<file path="src/sv/best_fit_chunk_allocator_top_defines.svh">
// Assertion macros for the best fit chunk allocator.
`ifndef BEST_FIT_CHUNK_ALLOCATOR_TOP_DEFINES_SVH
`define BEST_FIT_CHUNK_ALLOCATOR_TOP_DEFINES_SVH
`ifndef SYNTHESIS
`define BFCA_ASSERT_IMPL(label, clk, rst, ante, cons) \
   label: assert property (@(posedge clk) disable iff (rst) (ante) |-> (cons)) \
      else $error("assertion failed");
`define BFCA_ASSERT_NEXT(label, clk, rst, ante, cons) \
   label: assert property (@(posedge clk) disable iff (rst) (ante) |=> (cons)) \
      else $error("assertion failed");
`else
`define BFCA_ASSERT_IMPL(label, clk, rst, ante, cons)
`define BFCA_ASSERT_NEXT(label, clk, rst, ante, cons)
`endif
`endif

</file>
<file path="src/sv/bfca_pkg.sv">
// Types and constants of the best fit chunk allocator.
`timescale 1ns / 1ps
package bfca_pkg;
   localparam int DefaultMaxChunks = 64;
   localparam int DefaultHeaderBytes = 16;
   localparam logic [16:0] PoolMin = 17'd64;
   localparam logic [16:0] PoolMax = 17'd65536;
   localparam logic [16:0] PoolReset = 17'd65536;

   typedef enum logic { CMD_ALLOC = 1'b0, CMD_FREE = 1'b1 } cmd_type;

   typedef enum logic [1:0] {
      ST_OK = 2'd0, ST_NO_MEMORY = 2'd1, ST_BAD_OFFSET = 2'd2
   } status_type;

   typedef enum logic [3:0] {
      S_INIT, S_IDLE, S_SCAN, S_GROW, S_SPLIT1, S_SPLIT2, S_MARK,
      S_MERGE, S_SHRINK, S_STATS, S_DONE
   } state_type;

   typedef struct packed {
      logic [15:0] start;
      logic [16:0] size;
      logic        used;
      logic [16:0] hang;
   } chunk_type;
endpackage

</file>
<file path="src/sv/bfca_if.sv">
// Request and response channel interfaces.
`timescale 1ns / 1ps
interface bfca_req_if;
   logic        valid;
   logic        ready;
   logic        cmd;
   logic [16:0] request_bytes;
   logic [15:0] data_offset;
   modport source (output valid, cmd, request_bytes, data_offset, input ready);
   modport sink (input valid, cmd, request_bytes, data_offset, output ready);
endinterface

interface bfca_rsp_if;
   logic        valid;
   logic        ready;
   logic [1:0]  status;
   logic [15:0] granted_offset;
   logic [16:0] granted_bytes;
   logic [16:0] overhang_bytes;
   logic [16:0] free_bytes_total;
   logic [16:0] largest_free;
   modport source (output valid, status, granted_offset, granted_bytes, overhang_bytes,
                   free_bytes_total, largest_free, input ready);
   modport sink (input valid, status, granted_offset, granted_bytes, overhang_bytes,
                 free_bytes_total, largest_free, output ready);
endinterface

</file>
<file path="src/sv/best_fit_chunk_allocator_top.sv">
// Best fit chunk allocator top level with its chunk table memory and sequencer.
`timescale 1ns / 1ps
`include "best_fit_chunk_allocator_top_defines.svh"
// The pool is kept as an address-ordered table of chunks in one single-port-read,
// single-port-write memory with a registered read. Each request is one transfer
// in and one transfer out. An allocate scans the table for the smallest free chunk
// that fits (lowest address on ties), then, if it splits, shifts the entries above
// it up by one and writes the two halves; a free scans for the matching used chunk,
// capturing its neighbors on the fly, writes the merged chunk and shifts the tail
// down. A last scan sums the free bytes and finds the largest free chunk. Each
// scan reads one table entry per cycle. A write to csr_wdata (pool size, clamped to
// 64..65536) resets the table to one free chunk. The response sits in an output
// register, so a new request is taken while the last result waits.
module best_fit_chunk_allocator_top #(
   parameter int MAX_CHUNKS = bfca_pkg::DefaultMaxChunks,
   parameter int HEADER_BYTES = bfca_pkg::DefaultHeaderBytes
) (
   input  logic        clock,
   input  logic        reset,
   bfca_req_if.sink    req,
   bfca_rsp_if.source  rsp,
   input  logic        csr_we,
   input  logic [16:0] csr_wdata
);
   localparam int AW = (MAX_CHUNKS > 1) ? $clog2(MAX_CHUNKS) : 1;
   localparam int CW = $clog2(MAX_CHUNKS + 1);
   localparam logic [CW-1:0] MaxCount = CW'(MAX_CHUNKS);
   localparam logic [CW-1:0] One = CW'(1);
   localparam logic [16:0] Hdr = 17'(HEADER_BYTES);
   localparam logic [17:0] Hdr2 = 18'(2 * HEADER_BYTES);

   // chunk table
   bfca_pkg::chunk_type mem [MAX_CHUNKS];

   bfca_pkg::state_type state_ff, state_in;
   logic [16:0] pool_ff;
   logic [CW-1:0] count_ff, count_in;
   logic [CW-1:0] iss_ff, iss_in;
   logic rv_ff;
   logic [CW-1:0] ridx_ff;
   bfca_pkg::chunk_type rdata_ff;

   logic rd_en;
   logic [CW-1:0] rd_addr;
   logic wr_en;
   logic [CW-1:0] wr_addr;
   bfca_pkg::chunk_type wr_data;

   logic cmd_ff, cmd_in;
   logic [16:0] reqb_ff, reqb_in;
   logic [15:0] off_ff, off_in;
   logic found_ff, found_in;
   logic [CW-1:0] bidx_ff, bidx_in;
   bfca_pkg::chunk_type best_ff, best_in, prev_ff, prev_in, next_ff, next_in;
   logic [1:0] status_ff, status_in;
   logic [15:0] gofs_ff, gofs_in;
   logic [16:0] gbytes_ff, gbytes_in, ghang_ff, ghang_in;
   logic [16:0] total_ff, total_in, largest_ff, largest_in;

   logic rsp_vld_ff, rsp_vld_in;
   logic [1:0] o_status_ff;
   logic [15:0] o_gofs_ff;
   logic [16:0] o_gbytes_ff, o_ghang_ff, o_total_ff, o_largest_ff;
   logic load_rsp;

   logic [16:0] pool_sat;
   logic last_rd;
   logic split;
   logic has_prev, has_next;
   logic [1:0] kdel;
   logic [CW-1:0] pidx;
   logic [17:0] msize;
   logic [16:0] hit_ofs;

   always_comb begin
      pool_sat = pool_ff;
      if (pool_ff < bfca_pkg::PoolMin) pool_sat = bfca_pkg::PoolMin;
      if (pool_ff > bfca_pkg::PoolMax) pool_sat = bfca_pkg::PoolMax;
   end

   assign last_rd = rv_ff && (ridx_ff == count_ff - One);
   assign split = (count_ff < MaxCount)
                  && ({1'b0, best_ff.size} >= ({1'b0, reqb_ff} + Hdr2));

   // free: merged chunk lands at pidx, kdel entries drop out behind it
   assign has_next = ((bidx_ff + One) < count_ff) && !next_ff.used;
   assign has_prev = (bidx_ff != '0) && !prev_ff.used;
   assign kdel = {1'b0, has_next} + {1'b0, has_prev};
   assign pidx = has_prev ? bidx_ff - One : bidx_ff;
   assign msize = {1'b0, best_ff.size}
                  + (has_next ? {1'b0, next_ff.size} + {1'b0, Hdr} : 18'd0)
                  + (has_prev ? {1'b0, prev_ff.size} + {1'b0, Hdr} : 18'd0);
   assign hit_ofs = {1'b0, rdata_ff.start} + Hdr;

   assign req.ready = (state_ff == bfca_pkg::S_IDLE) && !csr_we;

   always_comb begin
      state_in = state_ff;
      count_in = count_ff;
      iss_in = iss_ff;
      rd_en = 1'b0;
      rd_addr = iss_ff;
      wr_en = 1'b0;
      wr_addr = '0;
      wr_data = rdata_ff;
      cmd_in = cmd_ff;
      reqb_in = reqb_ff;
      off_in = off_ff;
      found_in = found_ff;
      bidx_in = bidx_ff;
      best_in = best_ff;
      prev_in = prev_ff;
      next_in = next_ff;
      status_in = status_ff;
      gofs_in = gofs_ff;
      gbytes_in = gbytes_ff;
      ghang_in = ghang_ff;
      total_in = total_ff;
      largest_in = largest_ff;
      load_rsp = 1'b0;
      unique case (state_ff)
         bfca_pkg::S_INIT: begin
            wr_en = 1'b1;
            wr_addr = '0;
            wr_data = '{start: 16'd0, size: pool_sat - Hdr, used: 1'b0, hang: 17'd0};
            count_in = One;
            state_in = bfca_pkg::S_IDLE;
         end
         bfca_pkg::S_IDLE: begin
            if (req.valid && req.ready) begin
               cmd_in = req.cmd;
               reqb_in = req.request_bytes;
               off_in = req.data_offset;
               found_in = 1'b0;
               bidx_in = '0;
               status_in = bfca_pkg::ST_OK;
               gofs_in = '0;
               gbytes_in = '0;
               ghang_in = '0;
               prev_in = '0;
               next_in = '0;
               iss_in = '0;
               state_in = bfca_pkg::S_SCAN;
            end
         end
         bfca_pkg::S_SCAN: begin
            rd_en = iss_ff < count_ff;
            if (rd_en) iss_in = iss_ff + One;
            if (rv_ff) begin
               if (cmd_ff == bfca_pkg::CMD_ALLOC) begin
                  if (!rdata_ff.used && rdata_ff.size >= reqb_ff
                      && (!found_ff || rdata_ff.size < best_ff.size)) begin
                     found_in = 1'b1;
                     bidx_in = ridx_ff;
                     best_in = rdata_ff;
                  end
               end else begin
                  if (found_ff && ridx_ff == bidx_ff + One) next_in = rdata_ff;
                  if (!found_ff) begin
                     if (rdata_ff.used && hit_ofs == {1'b0, off_ff}) begin
                        found_in = 1'b1;
                        bidx_in = ridx_ff;
                        best_in = rdata_ff;
                     end else begin
                        prev_in = rdata_ff;
                     end
                  end
               end
            end
            if (last_rd) begin
               total_in = '0;
               largest_in = '0;
               if (!found_in) begin
                  status_in = (cmd_ff == bfca_pkg::CMD_ALLOC) ? bfca_pkg::ST_NO_MEMORY
                                                             : bfca_pkg::ST_BAD_OFFSET;
                  iss_in = '0;
                  state_in = bfca_pkg::S_STATS;
               end else if (cmd_ff == bfca_pkg::CMD_FREE) begin
                  state_in = bfca_pkg::S_MERGE;
               end else begin
                  state_in = bfca_pkg::S_MARK;
               end
            end
         end
         bfca_pkg::S_MARK: begin
            // decide split now that the best chunk is settled
            gofs_in = best_ff.start + 16'(HEADER_BYTES);
            if (split) begin
               gbytes_in = reqb_ff;
               ghang_in = '0;
               iss_in = count_ff - One;
               state_in = (bidx_ff + One <= count_ff - One) ? bfca_pkg::S_GROW
                                                           : bfca_pkg::S_SPLIT1;
            end else begin
               gbytes_in = best_ff.size;
               ghang_in = best_ff.size - reqb_ff;
               wr_en = 1'b1;
               wr_addr = bidx_ff;
               wr_data = '{start: best_ff.start, size: best_ff.size, used: 1'b1,
                           hang: best_ff.size - reqb_ff};
               iss_in = '0;
               state_in = bfca_pkg::S_STATS;
            end
         end
         bfca_pkg::S_GROW: begin
            rd_en = iss_ff > bidx_ff;
            if (rd_en) iss_in = iss_ff - One;
            if (rv_ff) begin
               wr_en = 1'b1;
               wr_addr = ridx_ff + One;
               wr_data = rdata_ff;
               if (ridx_ff == bidx_ff + One) state_in = bfca_pkg::S_SPLIT1;
            end
         end
         bfca_pkg::S_SPLIT1: begin
            wr_en = 1'b1;
            wr_addr = bidx_ff;
            wr_data = '{start: best_ff.start, size: reqb_ff, used: 1'b1, hang: 17'd0};
            state_in = bfca_pkg::S_SPLIT2;
         end
         bfca_pkg::S_SPLIT2: begin
            wr_en = 1'b1;
            wr_addr = bidx_ff + One;
            wr_data = '{start: best_ff.start + 16'(HEADER_BYTES) + reqb_ff[15:0],
                        size: best_ff.size - reqb_ff - Hdr, used: 1'b0, hang: 17'd0};
            count_in = count_ff + One;
            iss_in = '0;
            state_in = bfca_pkg::S_STATS;
         end
         bfca_pkg::S_MERGE: begin
            wr_en = 1'b1;
            wr_addr = pidx;
            wr_data = '{start: has_prev ? prev_ff.start : best_ff.start, size: msize[16:0],
                        used: 1'b0, hang: 17'd0};
            iss_in = pidx + One + CW'(kdel);
            if (kdel != 2'd0 && (pidx + One + CW'(kdel)) < count_ff) begin
               state_in = bfca_pkg::S_SHRINK;
            end else begin
               count_in = count_ff - CW'(kdel);
               iss_in = '0;
               state_in = bfca_pkg::S_STATS;
            end
         end
         bfca_pkg::S_SHRINK: begin
            rd_en = iss_ff < count_ff;
            if (rd_en) iss_in = iss_ff + One;
            if (rv_ff) begin
               wr_en = 1'b1;
               wr_addr = ridx_ff - CW'(kdel);
               wr_data = rdata_ff;
               if (last_rd) begin
                  count_in = count_ff - CW'(kdel);
                  iss_in = '0;
                  state_in = bfca_pkg::S_STATS;
               end
            end
         end
         bfca_pkg::S_STATS: begin
            rd_en = iss_ff < count_ff;
            if (rd_en) iss_in = iss_ff + One;
            if (rv_ff && !rdata_ff.used) begin
               total_in = total_ff + rdata_ff.size;
               if (rdata_ff.size > largest_ff) largest_in = rdata_ff.size;
            end
            if (last_rd) state_in = bfca_pkg::S_DONE;
         end
         bfca_pkg::S_DONE: begin
            if (!rsp_vld_ff || rsp.ready) begin
               load_rsp = 1'b1;
               state_in = bfca_pkg::S_IDLE;
            end
         end
         default: state_in = bfca_pkg::S_INIT;
      endcase
      if (csr_we) state_in = bfca_pkg::S_INIT;
   end

   assign rsp_vld_in = load_rsp ? 1'b1 : (rsp.ready ? 1'b0 : rsp_vld_ff);

   // table memory, registered read
   always_ff @(posedge clock) begin
      if (wr_en) mem[wr_addr[AW-1:0]] <= wr_data;
      if (rd_en) rdata_ff <= mem[rd_addr[AW-1:0]];
      ridx_ff <= rd_addr;
   end

   always_ff @(posedge clock) begin
      if (reset) begin
         state_ff <= bfca_pkg::S_INIT;
         pool_ff <= bfca_pkg::PoolReset;
         count_ff <= One;
         rv_ff <= 1'b0;
         rsp_vld_ff <= 1'b0;
      end else begin
         state_ff <= state_in;
         if (csr_we) pool_ff <= csr_wdata;
         count_ff <= count_in;
         rv_ff <= rd_en;
         rsp_vld_ff <= rsp_vld_in;
      end
   end

   always_ff @(posedge clock) begin
      iss_ff <= iss_in;
      cmd_ff <= cmd_in;
      reqb_ff <= reqb_in;
      off_ff <= off_in;
      found_ff <= found_in;
      bidx_ff <= bidx_in;
      best_ff <= best_in;
      prev_ff <= prev_in;
      next_ff <= next_in;
      status_ff <= status_in;
      gofs_ff <= gofs_in;
      gbytes_ff <= gbytes_in;
      ghang_ff <= ghang_in;
      total_ff <= total_in;
      largest_ff <= largest_in;
      if (load_rsp) begin
         o_status_ff <= status_ff;
         o_gofs_ff <= gofs_ff;
         o_gbytes_ff <= gbytes_ff;
         o_ghang_ff <= ghang_ff;
         o_total_ff <= total_ff;
         o_largest_ff <= largest_ff;
      end
   end

   assign rsp.valid = rsp_vld_ff;
   assign rsp.status = o_status_ff;
   assign rsp.granted_offset = o_gofs_ff;
   assign rsp.granted_bytes = o_gbytes_ff;
   assign rsp.overhang_bytes = o_ghang_ff;
   assign rsp.free_bytes_total = o_total_ff;
   assign rsp.largest_free = o_largest_ff;

   `BFCA_ASSERT_IMPL(a_count_range, clock, reset, 1'b1, count_ff >= One && count_ff <= MaxCount)
   `BFCA_ASSERT_IMPL(a_grow_room, clock, reset, state_ff == bfca_pkg::S_GROW, count_ff < MaxCount)
   `BFCA_ASSERT_NEXT(a_take_starts, clock, reset, req.valid && req.ready && !csr_we,
                     state_ff == bfca_pkg::S_SCAN || state_ff == bfca_pkg::S_INIT)
   `BFCA_ASSERT_IMPL(a_fail_zero, clock, reset, rsp_vld_ff && o_status_ff != bfca_pkg::ST_OK,
                     o_gofs_ff == 16'd0 && o_gbytes_ff == 17'd0 && o_ghang_ff == 17'd0)
endmodule

</file>
<file path="src/flat_wrapper.sv">
// flat-port wrapper written by rule: the top's interface ports become plain ports
module best_fit_chunk_allocator_top_flat 
#(
   parameter int MAX_CHUNKS = bfca_pkg::DefaultMaxChunks,
   parameter int HEADER_BYTES = bfca_pkg::DefaultHeaderBytes
)
  (clock, reset, csr_we, csr_wdata, req_valid, req_cmd, req_request_bytes, req_data_offset, req_ready, rsp_valid, rsp_status, rsp_granted_offset, rsp_granted_bytes, rsp_overhang_bytes, rsp_free_bytes_total, rsp_largest_free, rsp_ready);
  bfca_req_if req_i ();
  bfca_rsp_if rsp_i ();
  input  logic clock;
  input  logic reset;
  input  logic csr_we;
  input  logic [16:0] csr_wdata;
  input wire logic [$bits(req_i.valid)-1:0] req_valid;
  input wire logic [$bits(req_i.cmd)-1:0] req_cmd;
  input wire logic [$bits(req_i.request_bytes)-1:0] req_request_bytes;
  input wire logic [$bits(req_i.data_offset)-1:0] req_data_offset;
  output wire logic [$bits(req_i.ready)-1:0] req_ready;
  output wire logic [$bits(rsp_i.valid)-1:0] rsp_valid;
  output wire logic [$bits(rsp_i.status)-1:0] rsp_status;
  output wire logic [$bits(rsp_i.granted_offset)-1:0] rsp_granted_offset;
  output wire logic [$bits(rsp_i.granted_bytes)-1:0] rsp_granted_bytes;
  output wire logic [$bits(rsp_i.overhang_bytes)-1:0] rsp_overhang_bytes;
  output wire logic [$bits(rsp_i.free_bytes_total)-1:0] rsp_free_bytes_total;
  output wire logic [$bits(rsp_i.largest_free)-1:0] rsp_largest_free;
  input wire logic [$bits(rsp_i.ready)-1:0] rsp_ready;
  assign req_i.valid = req_valid;
  assign req_i.cmd = req_cmd;
  assign req_i.request_bytes = req_request_bytes;
  assign req_i.data_offset = req_data_offset;
  assign req_ready = req_i.ready;
  assign rsp_valid = rsp_i.valid;
  assign rsp_status = rsp_i.status;
  assign rsp_granted_offset = rsp_i.granted_offset;
  assign rsp_granted_bytes = rsp_i.granted_bytes;
  assign rsp_overhang_bytes = rsp_i.overhang_bytes;
  assign rsp_free_bytes_total = rsp_i.free_bytes_total;
  assign rsp_largest_free = rsp_i.largest_free;
  assign rsp_i.ready = rsp_ready;
  best_fit_chunk_allocator_top #(.MAX_CHUNKS(MAX_CHUNKS), .HEADER_BYTES(HEADER_BYTES)) u_core (.clock(clock), .reset(reset), .req(req_i), .rsp(rsp_i), .csr_we(csr_we), .csr_wdata(csr_wdata));
endmodule
</file>
<file path="config.mk">
export PLATFORM = sky130hd
export DESIGN_NAME = best_fit_chunk_allocator_top_flat
export DESIGN_NICKNAME = d
export VERILOG_FILES = /design/src/sv/bfca_pkg.sv /design/src/sv/bfca_if.sv /design/src/sv/best_fit_chunk_allocator_top.sv /design/src/flat_wrapper.sv
export VERILOG_INCLUDE_DIRS = /design/src /design/src/sv
export SDC_FILE = /design/constraint.sdc
export NUM_CORES = 2
export LEC_CHECK = 0
export BUFFER_PORTS_ARGS = -buffer_cell sky130_fd_sc_hd__buf_2
export CAP_MARGIN = 20
export CORE_UTILIZATION = 25
export CTS_CLUSTER_DIAMETER = 60
export CTS_CLUSTER_SIZE = 20
export DETAILED_ROUTE_END_ITERATION = 8
export HOLD_SLACK_MARGIN = 0.02
export PLACE_DENSITY = 0.39
export SLEW_MARGIN = 20
export SYNTH_ARGS = -nofsm -noshare
export SYNTH_HDL_FRONTEND = slang
export SYNTH_SLANG_ARGS = --single-unit
</file>
<file path="constraint.sdc">
create_clock -name clock -period 13.06 [get_ports clock]
set_input_delay 1.306 -clock clock [delete_from_list [all_inputs] [get_ports clock]]
set_output_delay 1.306 -clock clock [all_outputs]
set_load 0.05 [all_outputs]
</file>
== Word level (Yosys, flattened, before mapping) ==
Memory sizes are Yosys's and may differ from the RTL's. A register that Yosys moved wholly into a read port is not among the register bits.
Cells that the tools add are included.

* Add/subtract/negate cells: 24
* Order comparisons: 12
* Equal/unequal tests: 36
* Multiplexer cells: 96
* Reduce and logical (&&, ||, !) cells: 47

{| class="wikitable"
|+ Operators by type and width
! kind !! count
|-
| 51-bit two-way mux || 10
|-
| 51-bit one-hot mux with 5 select lines || 1
|-
| 17-bit two-way mux || 11
|-
| 17-bit one-hot mux with 2 select lines || 4
|-
| 7-bit two-way mux || 18
|-
| 35-bit two-way mux || 3
|-
| 51-bit one-hot mux with 2 select lines || 1
|-
| 35-bit one-hot mux with 2 select lines || 1
|-
| 7-bit one-hot mux with 8 select lines || 1
|-
| 17-bit adder || 3
|-
| 4-bit one-hot mux with 11 select lines || 1
|-
| 4-bit two-way mux || 10
|-
| 6-bit one-hot mux with 6 select lines || 1
|-
| 17-bit by 5-bit adder with 17-bit output (second input constant) || 2
|-
| 17-bit by 5-bit subtractor with 17-bit output (second input constant) || 2
|-
| 16-bit two-way mux || 2
|-
| 16-bit one-hot mux with 2 select lines || 1
|-
| 7-bit by 1-bit adder with 7-bit output (second input constant) || 4
|-
| 7-bit one-hot mux with 4 select lines || 1
|-
| 2-bit by 1-bit inequality test with 1-bit output (second input constant) || 13
|-
| 7-bit less-than comparator || 3
|-
| 7-bit by 1-bit subtractor with 7-bit output (second input constant) || 3
|-
| 17-bit by 6-bit adder with 18-bit output (second input constant) || 1
|-
| 17-bit by 18-bit >= comparator with 1-bit output || 1
|-
| 51 further kinds || 117
|}

* Bits in registers: 343
* Memory bits (writable): 3264
* Input port bits: 56
* Output and inout port bits: 88
* Word-level logic and storage cells: 247
* Memories kept: 1

{| class="wikitable"
|+ Memories
! name !! words !! bits a word !! read ports !! clocked after memory_dff !! write ports !! RTL line !! text
|-
| u_core.mem || 64 || 51 || 1 || 1 || 1 || best_fit_chunk_allocator_top.sv:33 || <nowiki>bfca_pkg::chunk_type mem [MAX_CHUNKS];</nowiki>
|}

== Logic depth before layout (Yosys ltp) ==
* Depth after elaboration: 11
* Depth in mapped cells: 27
* Gate-level depth less buffers: 24

== Worst setup path after synthesis ==
Ideal clock, no wire load.

* Path type: register -> register
* From: reg u_core.bidx_ff[0]
* To: mem u_core.mem[35][17] (netlist name) (enable)
* Setup time: 0.510 ns
* Data arrival time: 8.038 ns
* Required time: 12.550 ns
* Setup slack: 4.512 ns
* Cell stages (with the launch flop): 23
* Path buffers: 4
* Period minus slack after synthesis: 8.548 ns
* Cells stage by stage: edfxtp_1 > clkbuf_1 > inv_1 > ha_1 > ha_1 > nor2b_1 > o21a_1 > o21a_1 > o21ai_0 > a211o_1 > clkbuf_1 > clkbuf_1 > ha_1 > ha_1 > fa_1 > nand2_1 > xor2_1 > nor2_1 > a211oi_1 > o21ai_1 > or3_1 > clkbuf_1 > nor4_1

* Longest elaborated chain between the ends: 7
* Elaborated cells on any way between the ends: 12
* Classes of those cells: add/sub (4); order compare (1); mux (4); reduce/logical (3)

{| class="wikitable"
|+ RTL lines
! item !! RTL line !! text
|-
| start, declared || best_fit_chunk_allocator_top.sv:53 || <nowiki>logic [CW-1:0] bidx_ff, bidx_in;</nowiki>
|-
| start signal, assigned || best_fit_chunk_allocator_top.sv:309 || <nowiki>bidx_ff <= bidx_in;</nowiki>
|-
| 7-bit by 1-bit adder with 7-bit output || best_fit_chunk_allocator_top.sv:86 || <nowiki>assign has_next = ((bidx_ff + One) < count_ff) && !next_ff.used;</nowiki>
|-
| 7-bit less-than comparator || best_fit_chunk_allocator_top.sv:86 ||
|-
| 1-bit logical AND || best_fit_chunk_allocator_top.sv:86 ||
|-
| 1-bit by 1-bit adder with 2-bit output || best_fit_chunk_allocator_top.sv:88 || <nowiki>assign kdel = {1'b0, has_next} + {1'b0, has_prev};</nowiki>
|-
| 6-bit by 2-bit subtractor with 6-bit output || best_fit_chunk_allocator_top.sv:249 || <nowiki>wr_addr = ridx_ff - CW'(kdel);</nowiki>
|-
| 6-bit two-way mux || best_fit_chunk_allocator_top.sv:247 || <nowiki>if (rv_ff) begin</nowiki>
|-
| 6-bit one-hot mux with 6 select lines (*) || best_fit_chunk_allocator_top.sv:121 || <nowiki>unique case (state_ff)</nowiki>
|-
| end, declared || best_fit_chunk_allocator_top.sv:33 ||
|}

Every way passes the cells marked *; elsewhere a longest branch is shown, timed or not.

== Final worst setup path ==
* From: reg u_core.bidx_ff[0]
* To: mem u_core.mem[33][43] (netlist name) (enable)

The elaborated chain is that of the path after synthesis.

==> summary.txt <==
Worst setup path
  • Worst setup EP type: flop
  • Worst setup path start: u_core.bidx_ff[0]$_SDFFCE_PN0P_
  • FF-to-FF path depth: 20
  • Reg2Reg Setup Slack: 5.77 ns
  • Worst EP required: 13.63 ns
  • CP Max Fanout: 31
  • R2r endpoint: u_core.mem[33][43]$_DFFE_PP_
  • Critical path class: reg -> reg
  • CP Launch Type: flop
  • CP arrival: 7.86 ns
  • Worst Setup EP: u_core.mem[33][43]$_DFFE_PP_
  • R2R Path Start: u_core.bidx_ff[0]$_SDFFCE_PN0P_

Floorplanning
  • Chip height: 650 µm
  • Core box area: 417,000 µm²
  • Row Count: 237
  • Top Ports: 144
  • Initial core utilization: 0.252
  • Die span in x: 650 µm
  • Die area: 423,000 µm²

Clock network
  • Cts hold-fix bufs: 0
  • CTS max path bufs: 4
  • Clk pin slew, worst setup/hold paths: 0.07 ns
  • H-tree lvl count: 4
  • Clk sink count: 2,553
  • Clk_lat worst skew: 0.96 ns
  • CTS root buf: clkbuf_16
  • Post-cts resize count: 0
  • Post-CTS setup buffer count: 0
  • Total CTS buffers: 219
  • TritonCTS clock tree: done

Detailed routing
  • DR vias/cell: 4.68
  • Vias post-DR: 52,500
  • Drt pass-1 iters: 5
  • DRT Wirelength: 325 mm
  • DR WL/cell: 28.9 µm
  • Routed Antenna Nets: 0
  • First-iteration detailed-routing DRC count: 4,523
  • Number of remaining DRC errors: 0

Power and ir drop
  • Lkg Pwr: 38.5 nW
  • PD cells: 149 nW/µm²
  • Worst IR Drop VDD: 106 µV

Placement
  • IO buf count: 143
  • DP Cell Count: 10,800
  • GPL Wtd Cong: 0.814
  • Placed Area: 114,000 µm²
  • Setup WS pre-CTS: 5.70 ns
  • Placed wire-length estimate: 207 mm

Global route
  • Number of global-route vias before repair: 53,500
  • Gr usage total: 0.150
  • First-pass GRT wire length: 450 mm
  • Overflow after GRT: 0
  • Largest net degree at the start of global routing: 108
  • Initial antenna violation count: 42

Layout
  • Final Core Density: 0.292
  • Fraction of layout cells with a size suffix above 1: 0.271
  • Area of the multi-input gates: 28,100 µm²
  • Post-route cell area: 122,000 µm²
  • Non-Filler Instances: 11,200
  • Storage cell area: 76,300 µm²
  • P&R area growth vs syn: 15.9%
  • Filler cells: 40,800
  • # nets final: 5,800

STA
  • RSZ-0062 raised after global routing: false
  • Pins Over Slew Limit: 0
  • Worst slew pin tran: 1.18 ns
  • Min cycle time layout: 7.29 ns
  • Setup TNS: 0 ns
  • Skew final: 0.115 ns
  • Final period util: 0.559
  • Max transition margin: 0.211
  • Finish-stage setup viols: 0
  • Fmax: 137 MHz
  • Final hold vios: 0
  • Final worst setup slack: 5.77 ns

Job
  • Maxcap violations: 0

Synthesis
  • Sequential area share after synthesis: 0.727
  • Async set or reset register ratio after synthesis: 0
  • Syn Nets: 5,489
  • Yosys warning total: 0
  • Mapped cell area: 105,000 µm²
  • Avg Cell Area, Syn: 20.1 µm²
  • Synth Flop Type: edfxtp_1
  • Syn Inst Count: 5,226
  • Number of synthesized flops with an enable pin: 2,516
  • Yosys reg bits: 2,553
  • Yosys cell types: 84

Run status
  • Outcome: finished, final reports clean

Min path
  • Worst min path class: reg -> reg
## metrics by stage
stage	hold slack, ns	power, mW
finish	0.422	18.1
global route	0.423	18.7
CTS	0.422	18.4
detailed placement	0.405	11.3
global placement	0.407	11.3
floorplan	0.375	10.5
## how the worst min path moves through the flow
stage | from | slack [ns] | end | depth (start not counted)
floorplan | u_core.iss_ff[0]$_DFFE_PP_ | 0.37 | u_core.ridx_ff[0]$_DFF_P_ | 0
global placement | u_core.ghang_ff[12]$_SDFFCE_PN0P_ | 0.41 | u_core.rsp.overhang_bytes[12]$_DFFE_PP_ | 0
detailed placement | u_core.gbytes_ff[11]$_SDFFCE_PN0P_ | 0.40 | u_core.rsp.granted_bytes[11]$_DFFE_PP_ | 0
CTS | u_core.ghang_ff[10]$_SDFFCE_PN0P_ | 0.42 | u_core.rsp.overhang_bytes[10]$_DFFE_PP_ | 0
global route | u_core.ghang_ff[6]$_SDFFCE_PN0P_ | 0.42 | u_core.rsp.overhang_bytes[6]$_DFFE_PP_ | 0
finish | u_core.ghang_ff[10]$_SDFFCE_PN0P_ | 0.42 | u_core.rsp.overhang_bytes[10]$_DFFE_PP_ | 0
## flip-flops by register name, indices dropped and copies added, names as in the netlist, 16 cells and up
name	cells
u_core.pool_ff	17
u_core.rsp.overhang_bytes	17
u_core.rdata_ff	34
u_core.mem	2176
u_core.gbytes_ff	17
u_core.total_ff	17
u_core.reqb_ff	17
u_core.largest_ff	17
u_core.rsp.granted_bytes	17
u_core.off_ff	16
u_core.rsp.free_bytes_total	17
u_core.best_ff	33
u_core.next_ff	18
u_core.ghang_ff	17
u_core.prev_ff	34
u_core.rsp.granted_offset	16
u_core.rsp.largest_free	17
u_core.gofs_ff	16
## final cells by class
cell class	count	area share
Tap cell	5497	0.0565
Clock buffer	231	0.0454
Timing Repair Buffer	328	0.0178
Multi-Input combinational cell	2294	0.231
Clock inverter	175	0.0177
Inverter	141	0.00435
Antenna cell	15	0.000308
Sequential cell	2553	0.627
## report_power, final
part           switching, mW  leakage (nW)  internal [mW]
combinational           1.18          11.6          0.542
clock                   3.52          3.68           3.50
sequential            0.0405          23.2           9.34
total                   4.74          38.5           13.4
## cell usage in the layout, fill, tap and decap left out, types with 23 or more instances in the layout
cell type / count
mux4_2: 714
a21oi_1: 100
inv_6: 31
o21ai_0: 62
clkinv_8: 31
nor2_1: 158
xnor2_1: 124
nand2_1: 140
edfxtp_1: 2516
o21a_1: 24
buf_4: 179
buf_2: 143
mux2i_1: 28
fa_1: 23
ha_1: 184
nand3_1: 70
xor2_1: 51
a21o_1: 41
inv_1: 138
and3_1: 45
nor3_1: 39
dfxtp_1: 37
nor2_4: 72
clkbuf_16: 219
and2_1: 67
## cells in the mapped netlist (9+ instances only)
cell / instances / area share
a211oi_1: 12 / 0.00086
nand2b_1: 17 / 0.0010
dfxtp_1: 37 / 0.0071
o211ai_1: 13 / 0.00093
edfxtp_1: 2516 / 0.72
nor3b_1: 9 / 0.00064
mux2i_1: 28 / 0.0027
and2_1: 67 / 0.0040
a222oi_1: 15 / 0.0014
nand3_1: 74 / 0.0035
a22oi_1: 11 / 0.00079
nor3_1: 42 / 0.0020
a21oi_1: 103 / 0.0049
buf_1: 66 / 0.0024
o221ai_1: 12 / 0.0010
nor2_1: 223 / 0.0080
o21a_1: 24 / 0.0017
mux4_2: 714 / 0.15
clkbuf_1: 165 / 0.0059
inv_1: 139 / 0.0050
or3_1: 17 / 0.0010
o31ai_1: 9 / 0.00064
nand4_1: 21 / 0.0013
a31oi_1: 11 / 0.00066
nand2_1: 145 / 0.0052
nor2b_1: 22 / 0.0013
ha_1: 184 / 0.022
o22ai_1: 23 / 0.0014
o21ai_0: 66 / 0.0031
xor2_1: 51 / 0.0043
a221oi_1: 21 / 0.0018
a21o_1: 41 / 0.0029
nor4_1: 15 / 0.00089
and3_1: 46 / 0.0027
xnor2_1: 124 / 0.010
fa_1: 23 / 0.0044
## cell families (layout without fill, tap and decap cells)
kind of cell / after synthesis / count (layout) / synth area share
mux: 742 / 742 / 0.156
fa+ha+maj: 207 / 207 / 0.0263
xor+xnor: 176 / 176 / 0.0148
simple gates: 729 / 729 / 0.0338
other cells: 0 / 15 / 0
compound gates: 440 / 440 / 0.0289
buf+inv: 379 / 875 / 0.0137
flops: 2553 / 2553 / 0.727
## metal layers
layer	up-vias	track usage	share of wire
met5	-	0	0
met4	0	0.0286	0.017
met3	303	0.0167	0.045
met2	1304	0.247	0.48
met1	28700	0.216	0.46
li1	22300	-	-
## critical path, cell delays in order, from the launching register on
cell,delay (ns)
edfxtp_1,0.73
inv_1,0.17
ha_1,0.43
ha_1,0.30
nor2b_1,0.13
o21a_1,0.17
o21a_1,0.16
o21ai_0,0.18
a211o_1,0.15
buf_4,0.25
ha_1,0.32
inv_1,0.10
ha_1,0.28
a211oi_1,0.46
o221ai_1,0.18
a22oi_1,0.16
o21ai_0,0.17
a21o_1,0.24
or3_1,0.80
nor3b_2,0.85
buf_4,0.64
Note: power is estimated with default switching activity, not from simulation.
